**config.mk**
```make
export PLATFORM = sky130hd
export DESIGN_NAME = slc_ctrl
export DESIGN_NICKNAME = d
export VERILOG_FILES = /design/src/sv/slc_pkg.sv /design/src/sv/slc_ctrl.sv
export SDC_FILE = /design/constraint.sdc
export NUM_CORES = 1
export LEC_CHECK = 0
export BUFFER_PORTS_ARGS = -buffer_cell sky130_fd_sc_hd__buf_4
export CORE_AREA = 2 2 39 41
export DETAILED_ROUTE_END_ITERATION = 8
export DIE_AREA = 0 0 41 43
export PLACE_DENSITY = 0.38
export RECOVER_POWER = 25
export SYNTH_ARGS = -nofsm -noshare
export SYNTH_HDL_FRONTEND = slang
export SYNTH_SLANG_ARGS = --single-unit
```
**constraint.sdc**
```tcl
create_clock -name clk -period 1.84 [get_ports clk]
set_clock_uncertainty 0.15 [all_clocks]
set_input_delay 0.184 -clock clk [delete_from_list [all_inputs] [get_ports clk]]
set_output_delay 0.184 -clock clk [all_outputs]
set_load 0.02 [all_outputs]
```
**src/sv/slc_pkg.sv**
```systemverilog
// Shared types and constants for the set-associative LRU cache tag unit.
// No dependencies; imported by slc_ctrl, slc_dp and set_assoc_lru_cache_tags_unit.
package slc_pkg;

    // Geometry. MAX_SETS is taken to be a power of two (set index wraps by masking).
    localparam int MAX_SETS = 64;
    localparam int MAX_WAYS = 8;
    localparam int SET_W    = (MAX_SETS > 1) ? $clog2(MAX_SETS) : 1;
    localparam int WAY_W    = (MAX_WAYS > 1) ? $clog2(MAX_WAYS) : 1;
    localparam int WAYCNT_W = $clog2(MAX_WAYS + 1);

    localparam int ADDR_W   = 64;
    // Tag kept at full address width: with zero offset and set bits it is the whole address
    localparam int TAG_W    = ADDR_W;
    localparam int STAMP_W  = 64;
    localparam int CNT_W    = 32;

    // Configuration port
    localparam int CFG_IDX_W  = 2;
    localparam int CFG_DATA_W = 6;
    localparam logic [CFG_IDX_W-1:0] REG_SET_BITS    = 2'd0;
    localparam logic [CFG_IDX_W-1:0] REG_BLOCK_BITS  = 2'd1;
    localparam logic [CFG_IDX_W-1:0] REG_WAYS_IN_USE = 2'd2;

    typedef enum logic [1:0] {
        OP_LOAD   = 2'd0,
        OP_STORE  = 2'd1,
        OP_MODIFY = 2'd2,
        OP_BAD    = 2'd3
    } op_t;

    typedef enum logic [1:0] {
        OUT_HIT   = 2'd0,
        OUT_FILL  = 2'd1,
        OUT_EVICT = 2'd2,
        OUT_BAD   = 2'd3
    } outcome_t;

    typedef struct packed {
        op_t               op;
        logic [ADDR_W-1:0] address;
    } req_t;

    typedef struct packed {
        outcome_t         outcome;
        logic             last;
        logic [CNT_W-1:0] hit_total;
        logic [CNT_W-1:0] miss_total;
        logic [CNT_W-1:0] evict_total;
    } rsp_t;

    typedef struct packed {
        logic                valid;
        logic [TAG_W-1:0]    tag;
        logic [STAMP_W-1:0]  stamp;
    } line_t;

    typedef line_t [MAX_WAYS-1:0] row_t;

    // Controller to datapath commands
    typedef struct packed {
        logic lookup;    // latch item, read its set row
        logic emit_bad;  // issue bad-operation result
        logic eval;      // compare, choose way, write back, issue result
        logic fwd;       // use the row just written instead of the memory read
        logic last;      // result is the final one of the item
    } ctrl_cmd_t;

endpackage

```
**src/sv/slc_ctrl.sv**
```systemverilog
// Sequencer for the cache tag unit: accepts items and steps the datapath
// through one or two accesses (none for a bad operation). Depends on slc_pkg.
module slc_ctrl (
    input  logic                clk,
    input  logic                rst_n,
    input  logic                start,
    input  slc_pkg::op_t        op,
    output logic                busy,
    output slc_pkg::ctrl_cmd_t  cmd
);
    import slc_pkg::*;

    typedef enum logic [2:0] {
        S_IDLE   = 3'b001,
        S_EVAL_A = 3'b010,
        S_EVAL_B = 3'b100
    } state_t;

    state_t state_reg;
    state_t state_next;
    logic   mod_reg;
    logic   mod_next;

    always_comb
    begin
        state_next = state_reg;
        mod_next   = mod_reg;
        cmd        = '0;
        unique case (state_reg)
            S_IDLE:
            begin
                if (start)
                begin
                    if (op == OP_BAD)
                    begin
                        cmd.emit_bad = 1'b1;
                    end
                    else
                    begin
                        cmd.lookup = 1'b1;
                        mod_next   = (op == OP_MODIFY);
                        state_next = S_EVAL_A;
                    end
                end
            end
            S_EVAL_A:
            begin
                cmd.eval   = 1'b1;
                cmd.last   = !mod_reg;
                state_next = mod_reg ? S_EVAL_B : S_IDLE;
            end
            S_EVAL_B:
            begin
                // store half of a modify, same set as the load before it
                cmd.eval   = 1'b1;
                cmd.fwd    = 1'b1;
                cmd.last   = 1'b1;
                state_next = S_IDLE;
            end
            default:
            begin
                state_next = S_IDLE;
            end
        endcase
    end

    always_ff @(posedge clk or negedge rst_n)
    begin
        if (!rst_n)
        begin
            state_reg <= S_IDLE;
            mod_reg   <= 1'b0;
        end
        else
        begin
            state_reg <= state_next;
            mod_reg   <= mod_next;
        end
    end

    assign busy = (state_reg != S_IDLE);

    a_lookup_then_eval: assert property (@(posedge clk) disable iff (!rst_n)
        cmd.lookup |=> (cmd.eval && !cmd.fwd))
        else $error("lookup not followed by evaluation");

    a_second_after_first: assert property (@(posedge clk) disable iff (!rst_n)
        (state_reg == S_EVAL_B) |-> $past(state_reg == S_EVAL_A && mod_reg))
        else $error("second access without a modify load before it");

    a_one_result_source: assert property (@(posedge clk) disable iff (!rst_n)
        !(cmd.eval && (cmd.lookup || cmd.emit_bad)))
        else $error("evaluation overlaps an item being taken");

endmodule

```
==> reports/qor.yml <==
outcome:
  outcome: "complete, no violations"
worst_setup_path:
  cp-start-kind: "flop"
  rr_worst_depth: 2
  path_class: "flop to output port"
  worstPathArrival_ns: 1.29
  r2r-end: "mod_reg$_DFFE_PN0P_"
  end_kind: "output port"
  timing.critical_path.fanout_max: 5
  rr_startpoint: "state_reg[0]$_DFFE_PN1P_"
  cp.required_ns: 1.51
  r2r_slack_ns: 0.59
global_routing:
  use_met1_pct: 5.844
  grt_busiest_layer: "met2"
  grt_first_pass_wirelength_microns: 724
  met3_usage_pct: 3.141
  grt_overflow: 0
  grt_util_met2_pct: 10.00
  grt_pass1_vias: 187
  grt_start_max_net_pins: 6
  antenna_found_initial: 0
  grt_usage_pct: 7.150
timing:
  grt_setup_unrepaired: "false"
  layout_setup_ws_ns: 0.2159
  worstMarginPinSlew_ns: 0.2920
  hold_viol: 0
  relSlewSlack_pct: 80.48
  timing.final.crit_share_pct: 88.26
  fin_crit_ns: 1.624
  setup_viol: 0
  fin_tns_setup_ns: 0
  fmax_mhz: 615.7
  hold_ws_ns: 0.006018
  slew_violations: 0
place:
  gp_congestion: 0.6404
  dp_slack_ns: 0.4563
  placement.cell_area_sq_um: 319.1
  port-buffer-count: 10
  place_hpwl_microns: 402.5
clock_network:
  clkSinkCount: 4
  cts-htree-levels: 1
  post_cts_buffers: 0
  clkTransAtPathRegs_ns: 0.04
  clk_latency_ns: 0.24
  clock_path_buffers: 2
  numCtsBuffers: 3
  cts_tree: "built"
  root_buffer: "clkbuf_4"
floorplanning:
  num_io_pins: 11
  die_area_sq_mm: 0.001763
  fp-row-count: 14
  die_x_microns: 41
  coreArea_sq_mm: 0.001384
  die_y_microns: 43
  start_util_pct: 16.18
final_layout:
  drive_gt1_share_pct: 50.00
  finalInstanceArea_sq_um: 361.6
  syn_to_final_growth_pct: 61.45
  n_antenna_cell: 0
  final_common_cell: "buf_4"
  largest_register_ffs: 3
  final_nets: 42
  fillCellCount: 141
  layout_common_cells: "buf_4 (9), nor2_1 (4), clkbuf_4 (3), dfrtp_1 (3)"
power_and_ir_drop:
  ir_worst_vdd_v: 0.0002985
  power_density_mw_per_mm2: 953.5
  p_leak_nw: 0.1560
drt:
  drt-initial-drc-count: 4
  drt_first_pass_iters: 3
  routed_wl_microns: 516
  drc: 0
  viasPerCell: 3.923
  antenna_left: 0
  wire_per_inst_microns: 9.923
  num_vias: 204
run:
  cap_violations: 0
synthesis:
  synthesis.area_per_instance_sq_um: 11.20
  synth_cells: 20
  syn-num-nets: 25
  synthesis.area_sq_um: 224.0
  synth_top_area_share_pct: 33.52
  synthDistinctLibCells: 14
  ys_ff_latch: 4
  synth_area_leaders: "dfrtp_1 (34%), nand4bb_4 (12%), dfstp_2 (12%)"
  ys_seq_area_share_pct: 45.25
  synth_area_leader_cell: "dfrtp_1"
  synth_warnings: 0
hold_path:
  hold_class: "input pin to flop"
  hold_depth: 2
  min_from: "op[0]"
  min_to: "state_reg[1]$_DFFE_PN0P_"
routing by layer:
layer / wire, microns / vias to the layer above
met5: 0 / -
met4: 15 / 0
met3: 37 / 2
met2: 272 / 10
met1: 191 / 90
li1: - / 102
worst max-delay path, stage by stage (launching register included):
cell	delay [ns]
dfstp_2	0.59
nand4bb_4	0.15
a21oi_2	0.15
buf_4	0.16
area by class of cell:
cell class                 instances  area [sq um]  area share, %
timing repair buffer              12         91.34          25.26
sequential                         4         101.3          28.03
clock buffer                       4         26.28          7.266
multi-input combinational         15         118.9          32.87
tap                               16         20.02          5.536
inverter                           1         3.754          1.038
how the worst max path moves through the flow:
stage              to                     start
6_report       cmd[4]  state_reg[0]$_DFFE_PN1P_
3_3_place_gp   cmd[4]  state_reg[0]$_DFFE_PN1P_
2_1_floorplan  cmd[0]  state_reg[1]$_DFFE_PN0P_
3_5_place_dp   cmd[4]  state_reg[0]$_DFFE_PN1P_
4_1_cts        cmd[4]  state_reg[0]$_DFFE_PN1P_
5_1_grt        cmd[4]  state_reg[0]$_DFFE_PN1P_
cell families (layout without fill, tap and decap cells):
logic type	Yosys count	after routing	share of synthesized area (%)
flops	4	4	45.25
xor+xnor	1	1	3.911
compound gates	4	4	13.97
buf+inv	1	17	1.674
simple gates	10	10	35.20
synthesized netlist by cell type (all sizes together):
library cell and count:
o22a 1, nand4bb 1, inv 1, o21a 1
xnor2 1, nor2 5, nor3b 1, dfrtp 3
a21oi 2, dfstp 1, nor4b 1, nand2 2
metrics by stage:
step	power (mW)	cells	util, %
6_report	0.3448	52	26.13
5_1_grt	0.3680	52	26.13
4_1_cts	0.3524	52	26.40
3_5_place_dp	0.2224	46	23.06
3_3_place_gp	0.2218	46	23.06
2_1_floorplan	0.1814	20	-
what timing repair did:
item,4_1_cts,5_1_grt
hold endpoints to repair,5,0
resized for setup,0,0
hold buffers,2,0
report_power, final:
group / switching [mW] / leakage, nW / internal [mW]
registers: 0.0176 / 0.0493 / 0.106
logic: 0.0487 / 0.0917 / 0.0497
clock network: 0.0411 / 0.0150 / 0.0817
(Power assumes the default switching activity.)
